## src/rtl/pme_pkg.sv

```systemverilog
// ----------------------------------------------------------------------------
// pme_pkg
// types and constants of the peak meter envelope block
// ----------------------------------------------------------------------------
package pme_pkg;

  localparam int CH_W     = 3;
  localparam int CH_SLOTS = 8;
  localparam int SMP_W    = 24;
  localparam int ENV_W    = 23;
  localparam int COEF_W   = 16;
  localparam int PROD_W   = ENV_W + COEF_W;
  localparam int CFG_IDX_W = 2;
  localparam int CFG_DATA_W = 23;
  localparam int QDEPTH   = 4;
  localparam int QPTR_W   = 2;
  localparam int QCNT_W   = 3;

  localparam logic [CFG_IDX_W-1:0] CFG_ATTACK  = 2'd0;
  localparam logic [CFG_IDX_W-1:0] CFG_RELEASE = 2'd1;
  localparam logic [CFG_IDX_W-1:0] CFG_FLOOR   = 2'd2;

  localparam logic [COEF_W-1:0] ATTACK_RST  = 16'd6554;
  localparam logic [COEF_W-1:0] RELEASE_RST = 16'd66;
  localparam logic [ENV_W-1:0]  FLOOR_RST   = 23'd84;
  localparam logic [ENV_W-1:0]  MAG_MAX     = 23'h7FFFFF;

  typedef struct packed {
    logic [COEF_W-1:0] attack;
    logic [COEF_W-1:0] rel;
    logic [ENV_W-1:0]  floor;
  } cfg_t;

  typedef struct packed {
    logic [CH_W-1:0]  ch;
    logic             ch_ok;
    logic [ENV_W-1:0] mag;
    logic             last;
  } item_t;

endpackage

```

## src/rtl/pme_if.sv

```systemverilog
// ----------------------------------------------------------------------------
// pme interfaces
// valid/ready channels for sample beats and result beats
// ----------------------------------------------------------------------------
interface pme_sample_if;
  logic                      valid;
  logic                      ready;
  logic [pme_pkg::CH_W-1:0]  channel;
  logic signed [pme_pkg::SMP_W-1:0] sample;
  logic                      block_end;

  modport source (output valid, output channel, output sample, output block_end,
                  input ready);
  modport sink   (input valid, input channel, input sample, input block_end,
                  output ready);
endinterface

interface pme_result_if;
  logic                      valid;
  logic                      ready;
  logic [pme_pkg::CH_W-1:0]  channel_out;
  logic [pme_pkg::ENV_W-1:0] envelope;
  logic                      peak_valid;
  logic [pme_pkg::ENV_W-1:0] block_peak;

  modport source (output valid, output channel_out, output envelope,
                  output peak_valid, output block_peak, input ready);
  modport sink   (input valid, input channel_out, input envelope,
                  input peak_valid, input block_peak, output ready);
endinterface

```

## src/rtl/pme_front.sv

```systemverilog
// ----------------------------------------------------------------------------
// pme_front
// takes sample beats, finds magnitude and channel range, queues them
// ----------------------------------------------------------------------------
module pme_front #(
  parameter int CHANNELS = 8
) (
  input  logic           clk,
  input  logic           rst,
  pme_sample_if.sink     samples,
  output logic           q_valid,
  output pme_pkg::item_t q_item,
  input  logic           q_pop
);

  localparam logic [6:0] CH_LIMIT = 7'(CHANNELS);

  pme_pkg::item_t                   q [pme_pkg::QDEPTH];
  logic [pme_pkg::QPTR_W-1:0]       head;
  logic [pme_pkg::QPTR_W-1:0]       tail;
  logic [pme_pkg::QCNT_W-1:0]       count;
  logic                             push;
  logic                             pop;
  pme_pkg::item_t                   item_in;
  logic [pme_pkg::SMP_W-1:0]        neg;

  always_comb begin
    neg = -samples.sample;
    item_in.ch    = samples.channel;
    item_in.ch_ok = {4'b0, samples.channel} < CH_LIMIT;
    item_in.last  = samples.block_end;
    if (!samples.sample[pme_pkg::SMP_W-1]) begin
      item_in.mag = samples.sample[pme_pkg::ENV_W-1:0];
    end else if (neg[pme_pkg::SMP_W-1]) begin
      item_in.mag = pme_pkg::MAG_MAX;
    end else begin
      item_in.mag = neg[pme_pkg::ENV_W-1:0];
    end
  end

  assign samples.ready = count != pme_pkg::QCNT_W'(pme_pkg::QDEPTH);
  assign push    = samples.valid && samples.ready;
  assign q_valid = count != '0;
  assign pop     = q_pop && q_valid;
  assign q_item  = q[head];

  always_ff @(posedge clk) begin
    if (rst) begin
      head  <= '0;
      tail  <= '0;
      count <= '0;
    end else begin
      if (push) begin
        tail <= tail + 1'b1;
      end
      if (pop) begin
        head <= head + 1'b1;
      end
      count <= count + pme_pkg::QCNT_W'(push) - pme_pkg::QCNT_W'(pop);
    end
  end

  always_ff @(posedge clk) begin
    if (push) begin
      q[tail] <= item_in;
    end
  end

endmodule

```

## src/rtl/pme_back.sv

```systemverilog
// ----------------------------------------------------------------------------
// pme_back
// per-channel attack/release update, block maximum and result register
// ----------------------------------------------------------------------------
module pme_back #(
  parameter int CHANNELS = 8
) (
  input  logic           clk,
  input  logic           rst,
  input  pme_pkg::cfg_t  cfg,
  input  logic           q_valid,
  input  pme_pkg::item_t q_item,
  output logic           q_pop,
  pme_result_if.source   results
);

  localparam int DEPTH = (CHANNELS < pme_pkg::CH_SLOTS) ? CHANNELS : pme_pkg::CH_SLOTS;
  localparam int IDX_W = (DEPTH > 1) ? $clog2(DEPTH) : 1;

  logic [pme_pkg::ENV_W-1:0]  env_store [DEPTH];
  logic [pme_pkg::ENV_W-1:0]  max_store [DEPTH];
  logic [IDX_W-1:0]           idx;
  logic [pme_pkg::ENV_W-1:0]  env_cur;
  logic [pme_pkg::ENV_W-1:0]  max_cur;
  logic                       decay;
  logic [pme_pkg::ENV_W-1:0]  operand;
  logic [pme_pkg::COEF_W-1:0] coeff;
  logic [pme_pkg::PROD_W-1:0] prod;
  logic [pme_pkg::ENV_W-1:0]  step;
  logic [pme_pkg::ENV_W-1:0]  env_next;
  logic [pme_pkg::ENV_W-1:0]  max_next;
  logic [pme_pkg::ENV_W-1:0]  peak;
  logic                       take;
  logic                       update;
  logic                       out_valid;

  always_comb begin
    idx     = q_item.ch[IDX_W-1:0];
    env_cur = env_store[idx];
    max_cur = max_store[idx];
    decay   = q_item.mag < env_cur;
    operand = decay ? env_cur : q_item.mag - env_cur;
    coeff   = decay ? cfg.rel : cfg.attack;
    prod    = {{pme_pkg::ENV_W{1'b0}}, coeff} * {{pme_pkg::COEF_W{1'b0}}, operand};
    step    = prod[pme_pkg::PROD_W-1:pme_pkg::COEF_W];
    env_next = decay ? env_cur - step : env_cur + step;
    max_next = (env_next > max_cur) ? env_next : max_cur;
    peak     = (max_next < cfg.floor) ? cfg.floor : max_next;
  end

  assign take   = !out_valid || results.ready;
  assign q_pop  = take;
  assign update = take && q_valid && q_item.ch_ok;
  assign results.valid = out_valid;

  always_ff @(posedge clk) begin
    if (rst) begin
      out_valid <= 1'b0;
      for (int i = 0; i < DEPTH; i++) begin
        env_store[i] <= '0;
        max_store[i] <= '0;
      end
    end else begin
      if (take) begin
        out_valid <= q_valid;
      end
      if (update) begin
        env_store[idx] <= env_next;
        max_store[idx] <= q_item.last ? '0 : max_next;
      end
    end
  end

  always_ff @(posedge clk) begin
    if (take && q_valid) begin
      results.channel_out <= q_item.ch;
      results.envelope    <= q_item.ch_ok ? env_next : '0;
      results.peak_valid  <= q_item.ch_ok && q_item.last;
      results.block_peak  <= (q_item.ch_ok && q_item.last) ? peak : '0;
    end
  end

endmodule

```

## src/rtl/peak_meter_envelope.sv

```systemverilog
// ----------------------------------------------------------------------------
// peak_meter_envelope
// multichannel peak program meter with attack/release envelope per channel
// ----------------------------------------------------------------------------
//   port      dir  beat contents
//   samples   in   channel, sample, block_end
//   results   out  channel_out, envelope, peak_valid, block_peak
//   cfg_*     in   register write: cfg_we, cfg_index, cfg_data
//
// one sample per clock sustained while results are ready; a sample is written
// into the queue and then, with its envelope, into the result register; the
// envelope update (one 16x23 multiply and add or subtract) is combinational
// a four-entry queue absorbs up to four samples while results stall
// rst is synchronous: coefficients to defaults, envelopes and maxima to zero
// ----------------------------------------------------------------------------
module peak_meter_envelope #(
  parameter int CHANNELS = 8
) (
  input  logic                              clk,
  input  logic                              rst,
  pme_sample_if.sink                        samples,
  pme_result_if.source                      results,
  input  logic                              cfg_we,
  input  logic [pme_pkg::CFG_IDX_W-1:0]     cfg_index,
  input  logic [pme_pkg::CFG_DATA_W-1:0]    cfg_data
);

  pme_pkg::cfg_t  cfg;
  logic           q_valid;
  pme_pkg::item_t q_item;
  logic           q_pop;

  always_ff @(posedge clk) begin
    if (rst) begin
      cfg.attack <= pme_pkg::ATTACK_RST;
      cfg.rel    <= pme_pkg::RELEASE_RST;
      cfg.floor  <= pme_pkg::FLOOR_RST;
    end else if (cfg_we) begin
      case (cfg_index)
        pme_pkg::CFG_ATTACK:  cfg.attack <= cfg_data[pme_pkg::COEF_W-1:0];
        pme_pkg::CFG_RELEASE: cfg.rel    <= cfg_data[pme_pkg::COEF_W-1:0];
        pme_pkg::CFG_FLOOR:   cfg.floor  <= cfg_data[pme_pkg::ENV_W-1:0];
        default: ;
      endcase
    end
  end

  pme_front #(.CHANNELS(CHANNELS)) u_front (
    .clk     (clk),
    .rst     (rst),
    .samples (samples),
    .q_valid (q_valid),
    .q_item  (q_item),
    .q_pop   (q_pop)
  );

  pme_back #(.CHANNELS(CHANNELS)) u_back (
    .clk     (clk),
    .rst     (rst),
    .cfg     (cfg),
    .q_valid (q_valid),
    .q_item  (q_item),
    .q_pop   (q_pop),
    .results (results)
  );

endmodule

```

## src/flat_wrapper.sv

```systemverilog
// flat-port wrapper written by rule: the top's interface ports become plain ports
module peak_meter_envelope_flat 
#(
  parameter int CHANNELS = 8
)
  (clk, rst, cfg_we, cfg_index, cfg_data, samples_valid, samples_channel, samples_sample, samples_block_end, samples_ready, results_valid, results_channel_out, results_envelope, results_peak_valid, results_block_peak, results_ready);
  pme_sample_if samples_i ();
  pme_result_if results_i ();
  input  logic clk;
  input  logic rst;
  input  logic cfg_we;
  input  logic [pme_pkg::CFG_IDX_W-1:0] cfg_index;
  input  logic [pme_pkg::CFG_DATA_W-1:0] cfg_data;
  input wire logic [$bits(samples_i.valid)-1:0] samples_valid;
  input wire logic [$bits(samples_i.channel)-1:0] samples_channel;
  input wire logic [$bits(samples_i.sample)-1:0] samples_sample;
  input wire logic [$bits(samples_i.block_end)-1:0] samples_block_end;
  output wire logic [$bits(samples_i.ready)-1:0] samples_ready;
  output wire logic [$bits(results_i.valid)-1:0] results_valid;
  output wire logic [$bits(results_i.channel_out)-1:0] results_channel_out;
  output wire logic [$bits(results_i.envelope)-1:0] results_envelope;
  output wire logic [$bits(results_i.peak_valid)-1:0] results_peak_valid;
  output wire logic [$bits(results_i.block_peak)-1:0] results_block_peak;
  input wire logic [$bits(results_i.ready)-1:0] results_ready;
  assign samples_i.valid = samples_valid;
  assign samples_i.channel = samples_channel;
  assign samples_i.sample = samples_sample;
  assign samples_i.block_end = samples_block_end;
  assign samples_ready = samples_i.ready;
  assign results_valid = results_i.valid;
  assign results_channel_out = results_i.channel_out;
  assign results_envelope = results_i.envelope;
  assign results_peak_valid = results_i.peak_valid;
  assign results_block_peak = results_i.block_peak;
  assign results_i.ready = results_ready;
  peak_meter_envelope #(.CHANNELS(CHANNELS)) u_core (.clk(clk), .rst(rst), .samples(samples_i), .results(results_i), .cfg_we(cfg_we), .cfg_index(cfg_index), .cfg_data(cfg_data));
endmodule
```

## config.mk

```make
export PLATFORM = sky130hd
export DESIGN_NAME = peak_meter_envelope_flat
export DESIGN_NICKNAME = d
export VERILOG_FILES = /design/src/rtl/pme_pkg.sv /design/src/rtl/pme_if.sv /design/src/rtl/pme_front.sv /design/src/rtl/pme_back.sv /design/src/rtl/peak_meter_envelope.sv /design/src/flat_wrapper.sv
export SDC_FILE = /design/constraint.sdc
export NUM_CORES = 2
export LEC_CHECK = 0
export ABC_AREA = 0
export BUFFER_PORTS_ARGS = -buffer_cell sky130_fd_sc_hd__buf_2
export CORE_UTILIZATION = 65
export DETAILED_ROUTE_END_ITERATION = 8
export GPL_TIMING_DRIVEN = 0
export PLACE_DENSITY = 0.83
export RECOVER_POWER = 50
export SLEW_MARGIN = 20
export SYNTH_ARGS = -nofsm -noshare
export SYNTH_HDL_FRONTEND = slang
export SYNTH_SLANG_ARGS = --single-unit
```

## constraint.sdc

```tcl
create_clock -name clk -period 34.1 [get_ports clk]
set_input_delay 0 -clock clk [delete_from_list [all_inputs] [get_ports clk]]
set_output_delay 0 -clock clk [all_outputs]
set_load 0.005 [all_outputs]
```

==> reports/qor.yml <==
grt_use_met2_pct: 60.92
antenna_found_initial: 6
synth.distinct_cells: 79
fill_cells: 4328
timing.final.crit_share_pct: 87.31
hold_depth: 4
vias: 33070
grt_util_met1_pct: 52.42
io_buffer_count: 108
min_to: "u_core.u_front.q[0][23]"
grt.met3_usage_pct: 12.80
synth.avg_cell_area_sq_um: 10.15
critical_path_buf_inv_count: 19
coreArea_sq_um: 61710
cts_resized: 0
fmax_ghz: 0.03359
yosysTopAreaCellShare_pct: 38.96
htreeDepth: 2
syn_nets: 4554
setup_tns_ns: 0
ant_nets: 0
setup_viol: 0
drt-initial-drc-count: 5118
drive_gt1_share_pct: 5.587
tightest_slew_ns: 3.217
vias_per_cell: 6.458
synth_flop_cell: "edfxtp_1"
layout_common_cells: "nand2_1, nor2_1, edfxtp_1"
start_util_pct: 65.69
hold_start: "samples_sample[23]"
cts_made_buffers: 57
overflow: 0
required_ns: 34.50
violations: "max-capacitance violations, max-slew violations"
async_flop_share_pct: 0
grt_pass1_vias: 32400
dp_hpwl_mm: 91.19
worst-setup-path-type: "register to register"
fin_crit_ns: 29.77
nets: 4790
r2r_end: "u_core.u_back.results.block_peak[4]"
synth-seq-cells: 591
grt_max_degree: 54
ys_warn_count: 0
firstDrtPassIters: 9
final_max_slew_viol_count: 248
synthesis.area_sq_um: 40540
worst_path_dominant_cell_family: "compound AO/OA/AOI/OAI gates"
rr_worst_depth: 85
die_w_um: 251.7
reg2reg_setup_slack_ns: 4.33
drt_wl_total_mm: 129.0
path_max_fanout: 10
relSlewSlack_pct: -114.5
clock_skew_ns: 0.07663
die-area_sq_um: 63370
maxCapViolCount: 8
die_h_um: 251.7
slowest_delay_ns: 1.89
num_rows: 91
grt_util_all_layers_pct: 40.94
ios: 110
drc: 0
grt_first_pass_wirelength_mm: 191.6
cts.clk_slew.worst_paths_ns: 0.06
ys_seq_area_share_pct: 42.17
synth_edf_count: 526
synth_top_cell_by_area: "edfxtp_1"
worstSetupEndpointType: "register"
grt_setup_unrepaired: "no"
final_common_cell: "nand2_1"
syn_inst: 3994
cp_data_arrival_time_ns: 30.18
wl_per_cell_um: 25.20
area_growth_pct: 10.71
cts_tree: "built"
synth_area_leaders: "edfxtp_1, fa_1, ha_1"
min_path_type: "input pin to register"
status: "finished, violations left"
hold_viol_final: 0
root_buffer: "clkbuf_16"
clkLatencyLatePin_ns: 0.68
clkSinkCount: 591
gp_congestion: 1.032
postCtsSetupBuffers: 0
startpoint_type: "register"
crit_slowest_cell: "o21ai_0"
max-clock-path-buffers: 3
grt_busiest_layer: "met2"
-- tightest hold or removal path, cell delays in order --
cell and delay (ns):
clkbuf_1 0.18, o21ai_0 0.14, xor2_1 0.08, nand2_1 0.15
-- kinds of logic (layout without fill, tap and decap cells) --
family | count (synthesis) | after routing | share of synthesized area, %
xor gates and xnor gates | 102 | 102 | 2.204
AOI/OAI and AO/OA | 608 | 608 | 9.636
adders and majority gates | 502 | 502 | 20.94
muxes | 141 | 141 | 4.308
buffers and inverters | 618 | 902 | 5.784
other | 0 | 5 | 0
and+or+nand+nor | 1432 | 1432 | 14.96
DFF | 591 | 591 | 42.17
-- worst max path at each step --
stage | from | cells after the start | to
after floorplan | register | 85 | u_core.u_back.results.block_peak[10]
after global placement | register | 85 | u_core.u_back.results.block_peak[6]
after detailed placement | register | 86 | u_core.u_back.results.block_peak[4]
after CTS | register | 85 | u_core.u_back.results.block_peak[22]
after global routing | register | 85 | u_core.u_back.results.block_peak[4]
final | register | 85 | u_core.u_back.results.block_peak[4]
-- flip-flops by register name, summed over array words and instances, names as in the netlist, named ones only --
name and count:
u_core.u_back.max_store 184, u_core.u_front.count 3, u_core.u_back.results.valid 1, u_core.u_front.q 108, u_core.cfg 55, u_core.u_front.tail 2
u_core.u_back.results.peak_valid 1, u_core.u_back.results.envelope 23, u_core.u_back.env_store 184, u_core.u_back.results.block_peak 23, u_core.u_front.head 2, u_core.u_back.results.channel_out 3
-- what timing repair did --
action | in CTS | in global routing
endpoints found under the hold margin | 162 | 0
hold buffers | 60 | 0
endpoints found under the setup margin | 0 | 0
-- synthesized netlist by cell type (63+ instances only) --
master,instances
and2_1,66
a21oi_1,233
fa_1,294
edfxtp_1,526
mux2i_1,110
clkbuf_1,166
nand2_1,601
inv_1,419
dfxtp_1,65
o21ai_0,114
nor2_1,562
ha_1,208
xnor2_1,63
-- layout make-up --
class                           instances  area, sq um  area share [%]
Antenna cell                            5        12.51         0.02788
Buffer                                195        740.7           1.650
Clock buffer                           65         1508           3.359
Clock inverter                         42        447.9          0.9980
Inverter                              423         1589           3.540
Multi-Input combinational cell       2785        21230           47.29
Sequential cell                       591        17100           38.09
Tap cell                              837         1047           2.333
Timing Repair Buffer                  177         1215           2.707
-- layer usage --
metal / up-vias / share of wire, %
met5: - / 0.016
met4: 4 / 7.4
met3: 691 / 14
met2: 2627 / 44
met1: 15800 / 35
li1: 13940 / -
-- through the flow --
step                std cells  hold WS, ns  area, sq um  setup WS [ns]  utilization [%]
global placement         4939       0.2142        42130          7.759            68.27
detailed placement       4948       0.2310        42480          7.844            68.84
finish                   5120      0.08744        44880          4.328            72.73
global route             5116       0.1082        44870          3.727            72.71
floorplan                3994      0.09887        40540          15.19                -
CTS                      5115      0.04809        45040          7.692            72.98
Power is not shown: default switching activity piles up to over one toggle a cycle in this logic, so the estimate is an artifact.
